[config.mk]
export PLATFORM = sky130hd
export DESIGN_NAME = mpa_out
export DESIGN_NICKNAME = d
export VERILOG_FILES = /design/src/sv/mpa_pkg.sv /design/src/sv/mpa_out.sv
export SDC_FILE = /design/constraint.sdc
export NUM_CORES = 1
export LEC_CHECK = 0
export BUFFER_PORTS_ARGS = -buffer_cell sky130_fd_sc_hd__buf_2
export CAP_MARGIN = 15
export CORE_UTILIZATION = 50
export DETAILED_ROUTE_END_ITERATION = 7
export PLACE_DENSITY = 0.71
export SKIP_LAST_GASP = 1
export SYNTH_ARGS = -nofsm -noshare
export SYNTH_HDL_FRONTEND = slang
export SYNTH_SLANG_ARGS = --single-unit
[constraint.sdc]
create_clock -name aclk -period 6.7 [get_ports aclk]
set_input_delay 0.67 -clock aclk [delete_from_list [all_inputs] [get_ports aclk]]
set_output_delay 0.67 -clock aclk [all_outputs]
set_load 0.01 [all_outputs]
[src/sv/mpa_pkg.sv]
// Shared constants and types of the max pooling block with argmax.
// No dependencies; the design files refer to it by scoped names.
package mpa_pkg;

    localparam int MAX_WIDTH_DEF   = 1024;
    localparam int MAX_WINDOW_DEF  = 8;
    localparam int SAMPLE_BITS_DEF = 16;

    localparam int IDX_BITS        = 20;
    localparam int WIDTH_CFG_BITS  = 11;
    localparam int WINDOW_CFG_BITS = 4;
    localparam int CFG_INDEX_BITS  = 4;
    localparam int CFG_DATA_BITS   = 11;

    localparam logic [CFG_INDEX_BITS-1:0] REG_IMAGE_WIDTH = CFG_INDEX_BITS'(0);
    localparam logic [CFG_INDEX_BITS-1:0] REG_WINDOW_SIZE = CFG_INDEX_BITS'(1);

    localparam logic [WIDTH_CFG_BITS-1:0]  WIDTH_RESET  = WIDTH_CFG_BITS'(32);
    localparam logic [WINDOW_CFG_BITS-1:0] WINDOW_RESET = WINDOW_CFG_BITS'(2);

    // Per-item control flags that travel alongside the payload.
    typedef struct packed {
        logic active;     // pixel lies inside a whole window
        logic first_pix;  // first pixel of its window
        logic emit;       // last pixel of its window
        logic last;       // window is the last of the image
    } item_ctl_t;

endpackage

[src/sv/mpa_out.sv]
// Flat index computation and the output register with its skid stage.
// Depends on mpa_pkg.
module mpa_out #(
    parameter int MAX_WIDTH   = mpa_pkg::MAX_WIDTH_DEF,
    parameter int SAMPLE_BITS = mpa_pkg::SAMPLE_BITS_DEF,
    localparam int PW = $clog2(MAX_WIDTH),
    localparam int WW = $clog2(MAX_WIDTH + 1)
) (
    input  logic                                aclk,
    input  logic                                aresetn,
    input  logic                                res_valid,
    input  logic signed [SAMPLE_BITS-1:0]       res_value,
    input  logic [PW-1:0]                       res_row,
    input  logic [PW-1:0]                       res_col,
    input  logic [mpa_pkg::IDX_BITS-1:0]        res_pooled,
    input  logic                                res_last,
    input  logic [WW-1:0]                       w_eff,
    output logic                                en,
    input  logic                                m_tready,
    output logic                                m_tvalid,
    output logic signed [SAMPLE_BITS-1:0]       m_value,
    output logic [mpa_pkg::IDX_BITS-1:0]        m_argmax,
    output logic [mpa_pkg::IDX_BITS-1:0]        m_pooled,
    output logic                                m_last
);

    localparam int PDW = (PW + WW + 1 > mpa_pkg::IDX_BITS) ? PW + WW + 1 : mpa_pkg::IDX_BITS;

    logic                          s2_valid_reg;
    logic signed [SAMPLE_BITS-1:0] s2_value_reg;
    logic [PW-1:0]                 s2_row_reg;
    logic [PW-1:0]                 s2_col_reg;
    logic [mpa_pkg::IDX_BITS-1:0]  s2_pooled_reg;
    logic                          s2_last_reg;

    logic                          out_valid_reg;
    logic signed [SAMPLE_BITS-1:0] out_value_reg;
    logic [mpa_pkg::IDX_BITS-1:0]  out_argmax_reg;
    logic [mpa_pkg::IDX_BITS-1:0]  out_pooled_reg;
    logic                          out_last_reg;

    logic                          skid_valid_reg;
    logic signed [SAMPLE_BITS-1:0] skid_value_reg;
    logic [mpa_pkg::IDX_BITS-1:0]  skid_argmax_reg;
    logic [mpa_pkg::IDX_BITS-1:0]  skid_pooled_reg;
    logic                          skid_last_reg;

    logic [PDW-1:0]                idx_full;
    logic [mpa_pkg::IDX_BITS-1:0]  argmax;
    logic                          out_free;
    logic                          load_new;

    // row * width + col, kept to the index width
    assign idx_full = PDW'(s2_row_reg) * PDW'(w_eff) + PDW'(s2_col_reg);
    assign argmax   = idx_full[mpa_pkg::IDX_BITS-1:0];

    assign en       = !skid_valid_reg;
    assign out_free = !out_valid_reg || m_tready;
    assign load_new = en && s2_valid_reg;

    assign m_tvalid = out_valid_reg;
    assign m_value  = out_value_reg;
    assign m_argmax = out_argmax_reg;
    assign m_pooled = out_pooled_reg;
    assign m_last   = out_last_reg;

    always_ff @(posedge aclk) begin
        if (!aresetn) begin
            s2_valid_reg   <= 1'b0;
            out_valid_reg  <= 1'b0;
            skid_valid_reg <= 1'b0;
        end else begin
            if (en) begin
                s2_valid_reg <= res_valid;
            end
            priority if (skid_valid_reg) begin
                if (out_free) begin
                    out_valid_reg  <= 1'b1;
                    skid_valid_reg <= 1'b0;
                end
            end else if (load_new) begin
                if (out_free) begin
                    out_valid_reg <= 1'b1;
                end else begin
                    skid_valid_reg <= 1'b1;
                end
            end else begin
                if (out_free) begin
                    out_valid_reg <= 1'b0;
                end
            end
        end
    end

    always_ff @(posedge aclk) begin
        if (en) begin
            s2_value_reg  <= res_value;
            s2_row_reg    <= res_row;
            s2_col_reg    <= res_col;
            s2_pooled_reg <= res_pooled;
            s2_last_reg   <= res_last;
        end
        priority if (skid_valid_reg) begin
            if (out_free) begin
                out_value_reg  <= skid_value_reg;
                out_argmax_reg <= skid_argmax_reg;
                out_pooled_reg <= skid_pooled_reg;
                out_last_reg   <= skid_last_reg;
            end
        end else if (load_new) begin
            if (out_free) begin
                out_value_reg  <= s2_value_reg;
                out_argmax_reg <= argmax;
                out_pooled_reg <= s2_pooled_reg;
                out_last_reg   <= s2_last_reg;
            end else begin
                skid_value_reg  <= s2_value_reg;
                skid_argmax_reg <= argmax;
                skid_pooled_reg <= s2_pooled_reg;
                skid_last_reg   <= s2_last_reg;
            end
        end else begin
            // nothing new: hold
        end
    end

endmodule

==> run summary <==
GRT Overall Usage: 18.9%
hold_buf cts: 0
Vias/cell: 5.00
Initial Util: 51.2%
Mapped Area: 0.00999 mm²
sequential area share after synthesis: 52.0%
synthesized area per cell: 13.3 µm²
Synth top cells by count: edfxtp_1, inv_1, nand2_1, fa_1, ha_1
Nets: 1082
Max Buffers Root-to-Sink: 2
Worst path slowest cell: edfxtp_1
yosys warns: 0
top cells by area, synth: edfxtp_1, fa_1, ha_1, mux2_2, inv_1
die height: 143 µm
worst vdd ir: 0.281 mV
clock sinks: 174
DIE AREA: 0.0205 mm²
Setup-failing EPs final: 0
register area: 0.00520 mm²
core area: 0.0195 mm²
largest net degree at the start of global routing: 58
Placement Cell Area: 0.0109 mm²
Layout area overhead: 15.2%
CP max stage delay: 0.61 ns
DIE WIDTH: 143 µm
CP endpoint kind: register
IO buf count: 130
CP cell instances: nand2_1 > fa_1 > inv_1 > fa_1 > inv_1 > fa_1 > inv_1 > fa_1 > inv_1 > fa_1 > inv_1 > ha_1 > o21ai_0 > a21oi_2 > o211ai_2 > a21oi_2 > xnor2_1 > mux2_4
# rows: 51
area occupied by multi-input gates: 0.00426 mm²
GR peak layer: met2
detailed placement HPWL: 12.7 mm
post-synthesis async set-or-reset flop share: 0%
Slew Viols, Final: 0
Seq cells post-synth: 174
Relative slew margins: 36.2%
Req. time, crit path: 6.88 ns
initial antenna violation count: 0
grt ovf: 0
WP data arrival: 5.35 ns
cell count after synthesis: 752
Leak: 4.97 nW
Total Wirelength: 18.1 mm
grt met3 use: 4.53%
DR WL/cell: 15.7 µm
critical path class: reg2reg
Total Power: 0.00482 W
post-CTS sizing: 0
Max Fclk: 193 MHz
diode count: 0
type of the worst min-delay path: in2reg
Post-CTS Setup Inserts: 0
IO Pins: 131
via count: 5763
Pwr Density: 418 mW/mm²
H-tree depth reported by CTS: 4
Yosys top cell by area: edfxtp_1
RSZ-0062 raised after global routing: false
top-area cell type share of the netlist area: 51.4%
status: finished, final reports clean
Cell variety after synth: 44
Crit Path Max Fanout: 11
top_reg_cell synth: edfxtp_1
clock-pin slew on the worst setup and hold paths: 0.07 ns
Layout Skew: 0.0121 ns
Post-Syn Nets: 960
DRC viols: 0
Clock Latency Late Sink: 0.43 ns
met1 Use GR: 25.6%
DR iter-0 viols: 227
Finished Cell Area: 0.0115 mm²
number of flops mapped to enable cells by yosys: 171
Final Cycle Share: 77.2%
most common cell in the netlist: edfxtp_1
Worst-Margin Slew: 0.956 ns
worst reg-to-reg setup slack: 1.53 ns
CTS root buffer: clkbuf_16
GR Util met2: 30.3%
layout cells sized above 1: 26.3%
Fillers: 1589
first-pass GRT wire length: 29.2 mm
max-cap violation count: 0
setup_tns: 0 ns
post-route ant nets: 0
final hold viol count: 0
RD Place Congestion: 0.854
drt first pass iters: 4
vias in the first global route: 5799
Setup crit start kind: register
Final Critical Period: 5.17 ns
CTS Buf Count: 17
CTS tree: done
-- where the power goes --
part / total [W] / switching [W] / internal, W
Sequential: 0.00151 / 0.0000349 / 0.00148
Clock: 0.00101 / 0.000471 / 0.000538
Combinational: 0.00230 / 0.00130 / 0.00100
Total: 0.00482 / 0.00180 / 0.00301
-- cells in the final DEF (no fill, tap or decap), types with 4 or more instances in the layout --
cell type  instances
fa_1              79
xor2_1             7
inv_1            112
nand2_1           99
a21o_1             6
ha_1              57
clkinv_8           5
xnor2_1           14
o21ai_0            8
nor2_1            13
nand2b_1           6
clkbuf_16         17
and2_1            41
buf_4              4
nand3_1            4
buf_2            130
a21oi_1            9
edfxtp_1         171
mux2_2            48
a21oi_2            5
-- kinds of logic after synthesis --
kind of cell	Yosys count	synth area share (%)
buffers and inverters	144	5.51
DFF	174	52.0
and+or+nand+nor	176	8.22
xor gates and xnor gates	21	1.84
muxes	51	5.76
AOI/OAI and AO/OA	50	3.68
adders and majority gates	136	23.0
-- final cells by class --
cell class / count / share of cell area (%)
Clock buffer: 17 / 3.70
Clock inverter: 15 / 1.70
Inverter: 113 / 3.70
Multi-Input combinational cell: 434 / 37.0
Sequential cell: 174 / 45.1
Tap cell: 265 / 2.88
Timing Repair Buffer: 134 / 5.91
-- critical path: cells and delay by family, from the launching register on --
family	cells	cell delay (ns)
AOI/OAI and AO/OA	4	0.65
xor gates and xnor gates	1	0.10
adders and majority gates	6	2.91
buffers and inverters	5	0.24
DFF	1	0.61
muxes	1	0.26
and+or+nand+nor	1	0.15
-- per-stage QoR --
stage / hold WS, ns / setup slack (ns) / util (%) / instances
floorplan: 0.422 / 1.11 / - / 752
global placement: 0.425 / 1.37 / 55.8 / 1120
detailed placement: 0.431 / 1.32 / 55.8 / 1120
CTS: 0.386 / 1.55 / 58.9 / 1152
global route: 0.381 / 1.31 / 58.9 / 1152
finish: 0.406 / 1.53 / 58.9 / 1152
-- final timing paths --
check        depth (start not counted)             start                 end
max                                 18     s2_row_reg[1]        m_argmax[19]
min                                  1        res_col[1]       s2_col_reg[1]
max reg2reg                         18     s2_row_reg[1]        m_argmax[19]
min reg2reg                          0  s2_pooled_reg[6]  skid_pooled_reg[6]
-- metal layers --
metal	up-vias	part of all wire, %
met5	-	0
met4	0	1.4
met3	22	6.6
met2	198	47
met1	2793	45
li1	2750	-
No activity file was read; power rests on OpenSTA's default activity.
