<file path="src/sv/mpa_pkg.sv">
// Shared constants and types of the max pooling block with argmax.
// No dependencies; the design files refer to it by scoped names.
package mpa_pkg;

    localparam int MAX_WIDTH_DEF   = 1024;
    localparam int MAX_WINDOW_DEF  = 8;
    localparam int SAMPLE_BITS_DEF = 16;

    localparam int IDX_BITS        = 20;
    localparam int WIDTH_CFG_BITS  = 11;
    localparam int WINDOW_CFG_BITS = 4;
    localparam int CFG_INDEX_BITS  = 4;
    localparam int CFG_DATA_BITS   = 11;

    localparam logic [CFG_INDEX_BITS-1:0] REG_IMAGE_WIDTH = CFG_INDEX_BITS'(0);
    localparam logic [CFG_INDEX_BITS-1:0] REG_WINDOW_SIZE = CFG_INDEX_BITS'(1);

    localparam logic [WIDTH_CFG_BITS-1:0]  WIDTH_RESET  = WIDTH_CFG_BITS'(32);
    localparam logic [WINDOW_CFG_BITS-1:0] WINDOW_RESET = WINDOW_CFG_BITS'(2);

    // Per-item control flags that travel alongside the payload.
    typedef struct packed {
        logic active;     // pixel lies inside a whole window
        logic first_pix;  // first pixel of its window
        logic emit;       // last pixel of its window
        logic last;       // window is the last of the image
    } item_ctl_t;

endpackage

</file>
<file path="src/sv/mpa_ctrl.sv">
// Raster position tracking, configuration registers and window entry addressing.
// Depends on mpa_pkg.
module mpa_ctrl #(
    parameter int MAX_WIDTH  = mpa_pkg::MAX_WIDTH_DEF,
    parameter int MAX_WINDOW = mpa_pkg::MAX_WINDOW_DEF,
    localparam int PW = $clog2(MAX_WIDTH),
    localparam int WW = $clog2(MAX_WIDTH + 1),
    localparam int KW = $clog2(MAX_WINDOW + 1),
    localparam int RW = (MAX_WINDOW > 1) ? $clog2(MAX_WINDOW) : 1
) (
    input  logic                                aclk,
    input  logic                                aresetn,
    input  logic                                cfg_valid,
    output logic                                cfg_ready,
    input  logic [mpa_pkg::CFG_INDEX_BITS-1:0]  cfg_index,
    input  logic [mpa_pkg::CFG_DATA_BITS-1:0]   cfg_data,
    input  logic                                item_valid,
    input  logic                                item_first,
    input  logic                                en,
    output logic                                accept,
    output mpa_pkg::item_ctl_t                  ctl,
    output logic [PW-1:0]                       addr,
    output logic [RW-1:0]                       cin,
    output logic [RW-1:0]                       rin,
    output logic [PW-1:0]                       base_row,
    output logic [PW-1:0]                       base_col,
    output logic [mpa_pkg::IDX_BITS-1:0]        pooled,
    output logic [WW-1:0]                       w_eff
);

    localparam int WCW = (WW > mpa_pkg::WIDTH_CFG_BITS) ? WW : mpa_pkg::WIDTH_CFG_BITS;
    localparam int KCW = (KW > mpa_pkg::WINDOW_CFG_BITS) ? KW : mpa_pkg::WINDOW_CFG_BITS;
    localparam int EW  = WW + 6;

    logic [mpa_pkg::WIDTH_CFG_BITS-1:0]  width_cfg_reg;
    logic [mpa_pkg::WINDOW_CFG_BITS-1:0] window_cfg_reg;

    logic [PW-1:0]                pixel_col_reg, pixel_col_next;
    logic [PW-1:0]                pixel_row_reg, pixel_row_next;
    logic [RW-1:0]                col_in_win_reg, col_in_win_next;
    logic [RW-1:0]                row_in_win_reg, row_in_win_next;
    logic [PW-1:0]                window_col_reg, window_col_next;
    logic [mpa_pkg::IDX_BITS-1:0] pooled_count_reg, pooled_count_next;

    logic [WCW-1:0] width_ext;
    logic [KCW-1:0] window_ext;
    logic [KW-1:0]  k_eff;
    logic [KW-1:0]  k_m1;

    logic [PW-1:0]                pc_c, pr_c, wc_c;
    logic [RW-1:0]                cin_c, rin_c;
    logic [mpa_pkg::IDX_BITS-1:0] pooled_c;
    logic [PW-1:0]                col_start, row_start;
    logic                         col_fit, row_fit, col_lastw, row_lastw;

    assign cfg_ready = 1'b1;

    // Clamp the registers into their working ranges.
    always_comb begin
        width_ext  = WCW'(width_cfg_reg);
        window_ext = KCW'(window_cfg_reg);
        if (width_ext == '0) begin
            w_eff = WW'(1);
        end else if (width_ext > WCW'(MAX_WIDTH)) begin
            w_eff = WW'(MAX_WIDTH);
        end else begin
            w_eff = WW'(width_ext);
        end
        if (window_ext == '0) begin
            k_eff = KW'(1);
        end else if (window_ext > KCW'(MAX_WINDOW)) begin
            k_eff = KW'(MAX_WINDOW);
        end else begin
            k_eff = KW'(window_ext);
        end
        k_m1 = k_eff - KW'(1);
    end

    // Current position, with a frame start forcing the counters to zero.
    always_comb begin
        if (item_first) begin
            pc_c     = '0;
            pr_c     = '0;
            wc_c     = '0;
            cin_c    = '0;
            rin_c    = '0;
            pooled_c = '0;
        end else begin
            pc_c     = pixel_col_reg;
            pr_c     = pixel_row_reg;
            wc_c     = window_col_reg;
            cin_c    = col_in_win_reg;
            rin_c    = row_in_win_reg;
            pooled_c = pooled_count_reg;
        end
    end

    // A window fits when its start plus the window side stays within the image.
    assign col_start = pc_c - PW'(cin_c);
    assign row_start = pr_c - PW'(rin_c);
    assign col_fit   = (EW'(col_start) + EW'(k_eff)) <= EW'(w_eff);
    assign row_fit   = (EW'(row_start) + EW'(k_eff)) <= EW'(w_eff);
    assign col_lastw = (EW'(col_start) + EW'({k_eff, 1'b0})) > EW'(w_eff);
    assign row_lastw = (EW'(row_start) + EW'({k_eff, 1'b0})) > EW'(w_eff);

    assign accept        = item_valid && en;
    assign ctl.active    = col_fit && row_fit;
    assign ctl.first_pix = (cin_c == '0) && (rin_c == '0);
    assign ctl.emit      = (KW'(cin_c) == k_m1) && (KW'(rin_c) == k_m1);
    assign ctl.last      = col_lastw && row_lastw;
    assign addr          = wc_c;
    assign cin           = cin_c;
    assign rin           = rin_c;
    assign base_row      = row_start;
    assign base_col      = col_start;
    assign pooled        = pooled_c;

    always_comb begin
        logic [KW-1:0] cin_inc;
        logic [KW-1:0] rin_inc;
        logic [WW-1:0] pc_inc;
        logic [WW-1:0] pr_inc;
        cin_inc           = KW'(cin_c) + KW'(1);
        rin_inc           = KW'(rin_c) + KW'(1);
        pc_inc            = WW'(pc_c) + WW'(1);
        pr_inc            = WW'(pr_c) + WW'(1);
        pixel_row_next    = pr_c;
        row_in_win_next   = rin_c;
        pooled_count_next = pooled_c + mpa_pkg::IDX_BITS'(ctl.active && ctl.emit);
        if (cin_inc >= k_eff) begin
            col_in_win_next = '0;
            window_col_next = wc_c + PW'(1);
        end else begin
            col_in_win_next = RW'(cin_inc);
            window_col_next = wc_c;
        end
        if (pc_inc >= w_eff) begin
            pixel_col_next  = '0;
            col_in_win_next = '0;
            window_col_next = '0;
            row_in_win_next = (rin_inc >= k_eff) ? '0 : RW'(rin_inc);
            pixel_row_next  = PW'(pr_inc);
            // End of image: wrap everything for the next frame.
            if (pr_inc >= w_eff) begin
                pixel_row_next    = '0;
                row_in_win_next   = '0;
                pooled_count_next = '0;
            end
        end else begin
            pixel_col_next = PW'(pc_inc);
        end
    end

    always_ff @(posedge aclk) begin
        if (!aresetn) begin
            width_cfg_reg    <= mpa_pkg::WIDTH_RESET;
            window_cfg_reg   <= mpa_pkg::WINDOW_RESET;
            pixel_col_reg    <= '0;
            pixel_row_reg    <= '0;
            col_in_win_reg   <= '0;
            row_in_win_reg   <= '0;
            window_col_reg   <= '0;
            pooled_count_reg <= '0;
        end else if (cfg_valid) begin
            unique case (cfg_index)
                mpa_pkg::REG_IMAGE_WIDTH: begin
                    width_cfg_reg    <= cfg_data[mpa_pkg::WIDTH_CFG_BITS-1:0];
                    pixel_col_reg    <= '0;
                    pixel_row_reg    <= '0;
                    col_in_win_reg   <= '0;
                    row_in_win_reg   <= '0;
                    window_col_reg   <= '0;
                    pooled_count_reg <= '0;
                end
                mpa_pkg::REG_WINDOW_SIZE: begin
                    window_cfg_reg   <= cfg_data[mpa_pkg::WINDOW_CFG_BITS-1:0];
                    pixel_col_reg    <= '0;
                    pixel_row_reg    <= '0;
                    col_in_win_reg   <= '0;
                    row_in_win_reg   <= '0;
                    window_col_reg   <= '0;
                    pooled_count_reg <= '0;
                end
                default: begin
                    // Unknown register: drop the write.
                end
            endcase
        end else if (accept) begin
            pixel_col_reg    <= pixel_col_next;
            pixel_row_reg    <= pixel_row_next;
            col_in_win_reg   <= col_in_win_next;
            row_in_win_reg   <= row_in_win_next;
            window_col_reg   <= window_col_next;
            pooled_count_reg <= pooled_count_next;
        end
    end

endmodule

</file>
<file path="config.mk">
export PLATFORM = sky130hd
export DESIGN_NAME = mpa_ctrl
export DESIGN_NICKNAME = d
export VERILOG_FILES = /design/src/sv/mpa_pkg.sv /design/src/sv/mpa_ctrl.sv
export SDC_FILE = /design/constraint.sdc
export NUM_CORES = 1
export LEC_CHECK = 0
export BUFFER_PORTS_ARGS = -buffer_cell sky130_fd_sc_hd__clkbuf_2
export CELL_PAD_IN_SITES_DETAIL_PLACEMENT = 1
export CELL_PAD_IN_SITES_GLOBAL_PLACEMENT = 1
export CORE_ASPECT_RATIO = 0.8
export CORE_UTILIZATION = 49
export CTS_BUF_LIST = sky130_fd_sc_hd__clkbuf_8
export DETAILED_ROUTE_END_ITERATION = 8
export PLACE_DENSITY_LB_ADDON = 0.1
export SETUP_SLACK_MARGIN = 0.4
export SLEW_MARGIN = 15
export SYNTH_ARGS = -nofsm -noshare
export SYNTH_HDL_FRONTEND = slang
export SYNTH_SLANG_ARGS = --single-unit
</file>
<file path="constraint.sdc">
create_clock -name aclk -period 11.8 [get_ports aclk]
set_clock_uncertainty 0.2 [all_clocks]
set_input_delay 1.77 -clock aclk [delete_from_list [all_inputs] [get_ports aclk]]
set_output_delay 1.77 -clock aclk [all_outputs]
set_load 0.03 [all_outputs]
</file>
==> key figures, run 1 <==
Status
  – Status: finished, final reports clean

Drt
  – Vias per cell: 6.04
  – DRT Pass-1 Iters: 5
  – Initial DRC Count: 441
  – DR WL/cell: 19.6 um
  – Antenna Nets Post-Route: 0
  – # DRC: 0
  – Vias: 7544
  – Routed wire length: 24400 um

Worst hold path
  – Hold Startpoint: pooled_count_reg[16]$_SDFFE_PN0P_
  – Worst hold endpoint: pooled_count_reg[16]$_SDFFE_PN0P_
  – HP Class: flop to flop
  – WHS Path Cells: 2

Yosys
  – Top FF cell, synth: dfxtp_1
  – Async set-reset flop share out of synthesis: 0%
  – Synthesized cell area: 0.00770 mm^2
  – Post-synth EDFFs: 0
  – Cell taking the most area after synthesis: dfxtp_1
  – Mapped Avg Cell Area: 7.95 um^2
  – Top post-synthesis cells by area: dfxtp_1 (18%), ha_1 (17%), xnor2_1 (5.3%)
  – Ys Warns: 0
  – FF+latch count, synth: 71
  – Synthesized Nets: 1100
  – Sequential fraction of the synthesis area: 18.5%
  – Synth top area share: 18.5%
  – Yosys cell types: 92
  – Most frequent cells after synthesis: ha_1 (105), nand2_1 (88), nor2_1 (82)
  – Top-count cell post-synth: ha_1
  – Mapped Cells: 969

Clock network
  – Root buffer cell: clkbuf_8
  – TritonCTS clock tree: built
  – Clock Latency Late Sink: 360 ps
  – # resized after CTS: 0
  – Clock sink total: 71
  – Cts bufs inserted: 9
  – H-tree depth: 3
  – Postcts setup bufs: 0
  – # hold bufs at CTS: 0
  – CTS max path bufs: 2
  – Worst-path clk slew: 80 ps

Place
  – Gpl congestion: 0.857
  – Post-DP HPWL: 18400 um
  – DP Cell Count: 1234
  – Port bufs: 92
  – Place WS: 3240 ps

Floorplanning
  – DIE WIDTH: 142 um
  – Total I/O pin count: 94
  – FP Rows: 40
  – Initial Utilization: 50.8%
  – Die height: 114 um
  – Die footprint: 0.0162 mm^2
  – Core Region: 0.0152 mm^2

Power
  – Worst-case vdd ir drop: 0.0503 mV
  – Lkg Pwr: 0.00374 uW
  – Power density over cell area: 60.3 mW/mm^2

Finish
  – Area grow syn2layout: 9.20%
  – Layout net count: 1166
  – Diodes inserted: 0
  – Max FFs per register: 20
  – Filler cells: 1935
  – Finished Layout Cells: 1250
  – Utilization after layout: 55.5%
  – Layout cell share with drive strength beyond 1: 14.7%

Global routing
  – Largest net degree at the start of global routing: 78
  – Total GRT Usage: 31.3%
  – Initial antenna violation count: 0
  – Vias in the first global route: 7536
  – First-pass GRT wire length: 40000 um
  – GRT overflow: 0

STA
  – Maximum clock rate: 118 MHz
  – RSZ-0062 raised after global routing: no
  – Final setup fails: 0
  – Slew @ Worst Pin: 1070 ps
  – Final worst path period need: 8460 ps
  – Setup TNS: 0 ps
  – Setup ws final: 3340 ps
  – Slew margin rel.: 28.3%
  – Slew Viols, Final: 0
  – Final hold vios: 0
  – Period Utilization, post-route: 71.7%

Setup path
  – Setup Crit Path Kind: input port to primary output
  – Crit start category: input port
  – CP arrival: 6490 ps
  – Worst EP required: 9830 ps
  – RR Endpoint: pooled_count_reg[14]$_SDFFE_PN0P_
  – Worst Path Max Fanout: 77
  – Reg2reg start: col_in_win_reg[2]$_SDFFE_PN0P_
  – CP Capture Type: primary output
  – R2R depth: 26
  – Worst R2R Setup Slack: 5060 ps

Flow run
  – # Max-Cap Violations: 0
-- final cells by class --
type,count,area (um^2),area share [%]
multi-input combinational,796,5790,68.8
sequential,71,1420,16.9
timing repair buffer,104,551,6.55
tap,210,263,3.12
inverter,53,213,2.53
clock buffer,9,124,1.47
clock inverter,7,50.0,0.595
-- per-stage QoR --
| stage | hold WS, ps | instance area, um^2 | total power (uW) |
|---|---|---|---|
| 2_1_floorplan | 227 | 7700 | 307 |
| 3_3_place_gp | 235 | 8240 | 330 |
| 3_5_place_dp | 250 | 8240 | 332 |
| 4_1_cts | 260 | 8410 | 509 |
| 5_1_grt | 292 | 8410 | 529 |
| 6_report | 254 | 8410 | 507 |
-- where the power goes --
part	switching (uW)	internal [uW]	total, uW
clock	103	76.6	180
sequential	1.20	240	242
combinational	57.9	27.9	85.9
-- worst max-delay path by stage --
stage          startpoint                           endpoint  cells after the start
6_report       item_first                             ctl[3]                     20
5_1_grt        item_first                             ctl[3]                     21
4_1_cts        item_first                             ctl[3]                     20
3_5_place_dp   item_first  pooled_count_reg[14]$_SDFFE_PN0P_                     27
3_3_place_gp   item_first  pooled_count_reg[14]$_SDFFE_PN0P_                     27
2_1_floorplan  item_first                             ctl[3]                     20
-- critical path, cell delays in order --
cell and delay, ps:
clkbuf_2 90, buf_4 600, nor2b_1 220, inv_1 140, ha_1 170, inv_1 50
fa_1 390, a21o_1 270, nor4_1 310, a211oi_2 140, nor4b_2 450, nand2_1 120
xnor2_1 160, ha_1 320, nand2_1 70, nor3_1 240, o21ai_0 120, a32oi_1 490
a21oi_1 110, clkbuf_2 220
-- cells in the final DEF, fill, tap and decap left out, types with 4 or more instances in the layout --
| master | count |
|---|---|
| clkbuf_8 | 9 |
| and3_1 | 12 |
| xnor2_1 | 47 |
| fa_1 | 5 |
| o21a_1 | 9 |
| nand3_1 | 37 |
| nor2_1 | 81 |
| clkbuf_2 | 92 |
| nand2_1 | 88 |
| nand2b_1 | 8 |
| o21bai_1 | 7 |
| a21oi_1 | 60 |
| inv_1 | 51 |
| dfxtp_1 | 71 |
| or2_2 | 4 |
| buf_4 | 12 |
| a211oi_1 | 8 |
| ha_1 | 105 |
| o2111ai_1 | 6 |
| xor2_1 | 23 |
| nor3_1 | 17 |
| a21o_1 | 17 |
| a31oi_1 | 7 |
| a22oi_1 | 16 |
| o211ai_1 | 26 |
| nor2b_1 | 52 |
| a32o_1 | 8 |
| and4_1 | 4 |
| mux2i_1 | 12 |
| o21ai_0 | 17 |
| nand4_1 | 15 |
| nor4_1 | 18 |
| nand3b_1 | 7 |
| a32oi_1 | 4 |
-- cell families after synthesis --
family                   count (synthesis)  synth area share (%)
AO/OA/AOI/OAI                          226                  21.5
XOR/XNOR                                70                  7.96
other                                    1                0.0487
AND/OR/NAND/NOR                        376                  25.4
adder cells (fa/ha/maj)                110                  18.4
multiplexers                            13                  1.71
flip-flops                              71                  18.5
buffers and inverters                  102                  6.56
-- routing by layer --
layer  vias to the layer above  wire (um)  global-route usage (%)  part of all wire [%]
met5                         -          0                       0                     0
met4                         0        414                    7.60                   1.7
met3                        30        971                    3.64                   4.0
met2                       184      10900                    50.3                    45
met1                      3675      12200                    44.6                    50
li1                       3655          -                       -                     -
Power figures use the tool's default switching activity.
==> run 2, diff against run 1 <==
CORE_UTILIZATION = 46   (was 49)
clock period = 7.9 ns   (was 11.8 ns; I/O delays follow)
==> run 2 against run 1 <==
  * Design area up 0.71%
  * Via count is 0.23% lower
  * Critical path depth is 9 higher
  * Wire length grew 2.8%
  * Largest power group unchanged
  * Worst hold slack better by 1.7 ps
  * Final cell count is 0.56% higher
  * First-iteration DRC count increased by 17%
  * Register-to-register slack worse by 3600 ps
==> key figures, run 2 (same netlist as run 1, synthesis figures left out) <==
Status
  – Status: finished, final reports clean

STA
  – Period Utilization, post-route: 89.5%
  – Hold WS: 256 ps
  – Setup TNS: 0 ps
  – Slew Viols, Final: 0
  – Final setup fails: 0
  – Final hold vios: 0
  – Maximum clock rate: 141 MHz
  – Slew @ Worst Pin: 1160 ps
  – Slew margin rel.: 22.0%
  – Final worst path period need: 7070 ps
  – RSZ-0062 raised after global routing: no

Worst hold path
  – HP Class: flop to flop

Setup path
  – Top cell by count, worst path: ha_1
  – CP arrival: 7170 ps
  – Worst EP required: 8000 ps
  – Setup Crit Path Kind: input port to flop
  – CP Capture Type: flop
  – CP max stage delay: 510 ps
  – CP max-delay cell: fa_1
  – Crit start category: input port
  – Worst Path Max Fanout: 45
  – Worst R2R Setup Slack: 1460 ps

Place
  – Gpl congestion: 0.878
  – Post-DP HPWL: 19200 um
  – Port bufs: 92
  – DP Cell Count: 1241

Global routing
  – GRT overflow: 0
  – Initial antenna violation count: 0
  – First-pass GRT wire length: 41000 um
  – Total GRT Usage: 29.7%
  – Vias in the first global route: 7678
  – Largest net degree at the start of global routing: 47

Clock network
  – Clock Latency Late Sink: 370 ps
  – Cts bufs inserted: 9
  – Worst-path clk slew: 80 ps
  – TritonCTS clock tree: built
  – Postcts setup bufs: 0
  – H-tree depth: 3
  – Root buffer cell: clkbuf_8
  – CTS max path bufs: 2
  – Clock sink total: 71

Power
  – Worst-case vdd ir drop: 0.0717 mV
  – Lkg Pwr: 0.00376 uW
  – Power density over cell area: 92.8 mW/mm^2

Floorplanning
  – DIE WIDTH: 147 um
  – Initial Utilization: 48.0%
  – Die height: 118 um
  – Total I/O pin count: 94
  – Core Region: 0.0161 mm^2
  – Die footprint: 0.0173 mm^2
  – FP Rows: 41

Drt
  – Antenna Nets Post-Route: 0
  – DRT Pass-1 Iters: 5
  – Vias: 7527
  – DR WL/cell: 20.0 um
  – Routed wire length: 25100 um
  – # DRC: 0
  – Initial DRC Count: 516
  – Vias per cell: 5.99

Finish
  – Commonest non-fill, non-tap cell in the layout: ha_1
  – Commonest non-fill, non-tap cells in the layout: ha_1 (105), clkbuf_2 (92), nand2_1 (88)
  – Layout net count: 1168
  – Diodes inserted: 0
  – Finished Layout Cells: 1257
  – Area grow syn2layout: 9.98%
  – Max FFs per register: 20
  – Layout cell share with drive strength beyond 1: 15.2%

Flow run
  – # Max-Cap Violations: 0
==> run 2: cell type report <==
| cell class | count | area [um^2] |
|---|---|---|
| Sequential cell | 71 | 1420 |
| Clock inverter | 7 | 66.3 |
| Tap cell | 215 | 269 |
| Timing Repair Buffer | 106 | 572 |
| Clock buffer | 9 | 124 |
| Fill cell | 2047 | 7590 |
| Multi-Input combinational cell | 796 | 5800 |
| Inverter | 53 | 213 |
==> run 2: metal layers <==
layer	global-route usage (%)	part of all wire, %	vias up
li1	-	-	3646
met1	41.3	49	3688
met2	47.7	45	151
met3	4.03	3.3	42
met4	8.33	2.2	0
met5	0	0	-
==> run 2: worst max-delay path, delay by kind of cell <==
kind,cells,cell delay (ps)
AOI/OAI and AO/OA,9,1740
xor gates and xnor gates,2,280
adders and majority gates,6,1940
and+or+nand+nor,7,1200
buffers and inverters,5,820
==> run 2: power breakdown <==
part / internal [uW] / total (uW) / switching [uW]
logic: 42.2 / 131 / 88.4
clock network: 143 / 294 / 151
registers: 359 / 361 / 1.71
total: 545 / 786 / 241
==> run 2: worst paths after layout <==
check,to,startpoint,cells after the start
setup / recovery,pooled_count_reg[14]$_SDFFE_PN0P_,item_first,29
setup reg to reg,pooled_count_reg[14]$_SDFFE_PN0P_,col_in_win_reg[2]$_SDFFE_PN0P_,27
hold / removal,pooled_count_reg[16]$_SDFFE_PN0P_,pooled_count_reg[16]$_SDFFE_PN0P_,2
hold reg to reg,pooled_count_reg[16]$_SDFFE_PN0P_,pooled_count_reg[16]$_SDFFE_PN0P_,2
==> run 2: what timing repair did <==
action | CTS | global route
gates resized for setup | 0 | 3
hold buffers | 0 | 0
endpoints found under the setup margin | 0 | 5
==> run 2: metrics by stage <==
step | setup WS, ps | power, uW | instance area, um^2 | util (%)
floorplan | 401 | 459 | 7710 | -
global placement | 668 | 494 | 8270 | 51.5
detailed placement | 368 | 498 | 8270 | 51.5
CTS | 737 | 791 | 8460 | 52.7
global route | 466 | 822 | 8470 | 52.7
finish | 827 | 786 | 8470 | 52.7
==> run 3, diff against run 2 <==
CORE_UTILIZATION = 41   (was 46)
clock period = 6.3 ns   (was 7.9 ns; I/O delays follow)
==> run 3 against run 2 <==
  * Global-route usage shrank 2.1 points
  * Combinational power grew 44%
  * Wire length is 7.3% higher
  * Core utilization shrank 0.74 points
  * First-iteration DRC count fell by 23%
  * Non-clock buffer count rose by 57
  * Sequential power up 25%
  * Register-to-register slack got worse by 800 ps
  * Clock power is 21% higher
  * Critical path depth is 2 lower
  * Flip-flop and latch count is the same
  * Critical path type unchanged
  * Critical endpoint is now pooled_count_reg[12]$_SDFFE_PN0P_
  * Largest cell class unchanged
  * Largest power group unchanged
==> key figures, run 3 (same netlist as run 1, synthesis figures left out) <==
Clock network
  – Worst-path clk slew: 90 ps
  – Clock Latency Late Sink: 360 ps
  – # hold bufs at CTS: 0
  – H-tree depth: 3
  – Cts bufs inserted: 9
  – Root buffer cell: clkbuf_8
  – Clock sink total: 71
  – TritonCTS clock tree: built
  – CTS max path bufs: 2

Finish
  – Layout cell share with drive strength beyond 1: 25.9%
  – Seq. cell area: 0.00142 mm^2
  – Commonest non-fill, non-tap cells in the layout: ha_1 (95), clkbuf_2 (90), nand2_1 (84)
  – Post-route design area: 0.00951 mm^2
  – Area grow syn2layout: 23.4%
  – Finished Layout Cells: 1352
  – Area of the multi-input gates: 0.00632 mm^2
  – Diodes inserted: 0
  – Layout net count: 1225
  – Commonest non-fill, non-tap cell in the layout: ha_1
  – Max FFs per register: 20
  – Filler cells: 2277

Floorplanning
  – Die height: 125 um
  – Total I/O pin count: 94
  – Core Region: 0.0183 mm^2
  – Initial Utilization: 42.1%
  – DIE WIDTH: 155 um
  – Die footprint: 0.0193 mm^2
  – FP Rows: 44

STA
  – Setup TNS: 0 ps
  – Hold WS: 254 ps
  – Final setup fails: 0
  – Slew Viols, Final: 0
  – Maximum clock rate: 170 MHz
  – Setup ws final: 426 ps
  – Final worst path period need: 5870 ps
  – Final hold vios: 0
  – Slew @ Worst Pin: 888 ps
  – RSZ-0062 raised after global routing: yes
  – Period Utilization, post-route: 93.2%
  – Slew margin rel.: 40.4%

Global routing
  – Vias in the first global route: 7551
  – GRT overflow: 0
  – Total GRT Usage: 27.6%
  – Largest net degree at the start of global routing: 51
  – Initial antenna violation count: 0
  – First-pass GRT wire length: 42000 um

Status
  – Status: finished, final reports clean

Setup path
  – Worst Path Max Fanout: 6
  – CP Capture Type: flop
  – Crit start category: input port
  – Setup Crit Path Kind: input port to flop
  – CP arrival: 5960 ps
  – Worst EP required: 6390 ps

Place
  – Gpl congestion: 0.860
  – Post-DP HPWL: 20300 um
  – DP Cell Count: 1318
  – Area after DPL: 0.00894 mm^2
  – Place WS: -79.4 ps
  – Port bufs: 92

Drt
  – DR WL/cell: 20.0 um
  – DRT Pass-1 Iters: 5
  – Vias per cell: 5.74
  – # DRC: 0
  – Initial DRC Count: 396
  – Routed wire length: 27000 um
  – Vias: 7760
  – Antenna Nets Post-Route: 0

Flow run
  – # Max-Cap Violations: 0

Power
  – Worst-case vdd ir drop: 0.0891 mV
  – Lkg Pwr: 0.00420 uW
  – Power density over cell area: 105 mW/mm^2

Worst hold path
  – HP Class: flop to flop
[run 3: cell count changes in the layout (fill, tap and decap cells not counted), moves of 5 or more]
cell / delta
buf_4: +56
ha_1: -10
a21oi_1: -8
ha_4: +7
inv_1: -6
nor2_1: -6
nor2b_1: -6
nor2b_4: +6
a21oi_2: +5
[run 3: layout make-up]
type | count | share of cell area [%]
clock buffer | 10 | 1.45
clock inverter | 6 | 0.474
inverter | 53 | 2.30
multi-input combinational | 796 | 66.5
sequential | 71 | 15.0
tap | 253 | 3.33
timing repair buffer | 163 | 11.0
[run 3: path summary, 6_finish.rpt]
kind	from	to	slack (ps)	cells past startpoint
setup / recovery	item_first	pooled_count_reg[12]$_SDFFE_PN0P_	430	27
hold / removal	pooled_count_reg[0]$_SDFFE_PN0P_	pooled_count_reg[0]$_SDFFE_PN0P_	250	2
setup reg to reg	pixel_row_reg[2]$_SDFFE_PN0P_	pooled_count_reg[12]$_SDFFE_PN0P_	660	25
hold reg to reg	pooled_count_reg[0]$_SDFFE_PN0P_	pooled_count_reg[0]$_SDFFE_PN0P_	250	2
[run 3: critical path, stage by stage]
cell	delay, ps
buf_12	120
clkinv_8	60
nand2_4	60
ha_4	260
and2b_2	230
a21o_4	230
nor2_4	140
xnor2_4	110
ha_4	300
nor2b_4	130
o21a_1	160
nand3b_1	110
xnor2_1	190
ha_1	280
a21o_1	190
a21oi_2	170
a21oi_1	90
a221o_1	360
a211oi_2	330
ha_2	260
ha_4	150
and3_4	200
nor4b_4	290
buf_4	180
xor2_1	140
o211ai_1	110
a21oi_1	160
[run 3: routing by layer]
| metal | GRT usage, % | share of wire, % | up-vias | wire length [um] |
|---|---|---|---|---|
| met5 | 0 | 0 | - | 0 |
| met4 | 3.92 | 1.0 | 0 | 278 |
| met3 | 4.84 | 4.9 | 19 | 1330 |
| met2 | 41.7 | 44 | 194 | 11900 |
| met1 | 41.2 | 50 | 3781 | 13500 |
| li1 | - | - | 3766 | - |
[run 3: stage by stage]
stage | utilization [%] | power (uW)
6_report | 52.0 | 997
2_1_floorplan | - | 585
3_5_place_dp | 48.9 | 638
4_1_cts | 50.4 | 995
3_3_place_gp | 48.9 | 636
5_1_grt | 52.0 | 1040
[run 3: repair_timing]
action,in CTS,in global routing
setup endpoints to repair,8,14
pin swaps,0,36
resized for setup,12,37
cloned,1,0
endpoints found under the hold margin,0,0
buffers inserted,0,17
[run 3: power breakdown]
group,leakage [uW],internal (uW),switching (uW),total [uW]
clock,0.0000849,155,201,356
sequential,0.000572,450,2.06,453
combinational,0.00354,68.5,120,188
total,0.00420,674,323,997
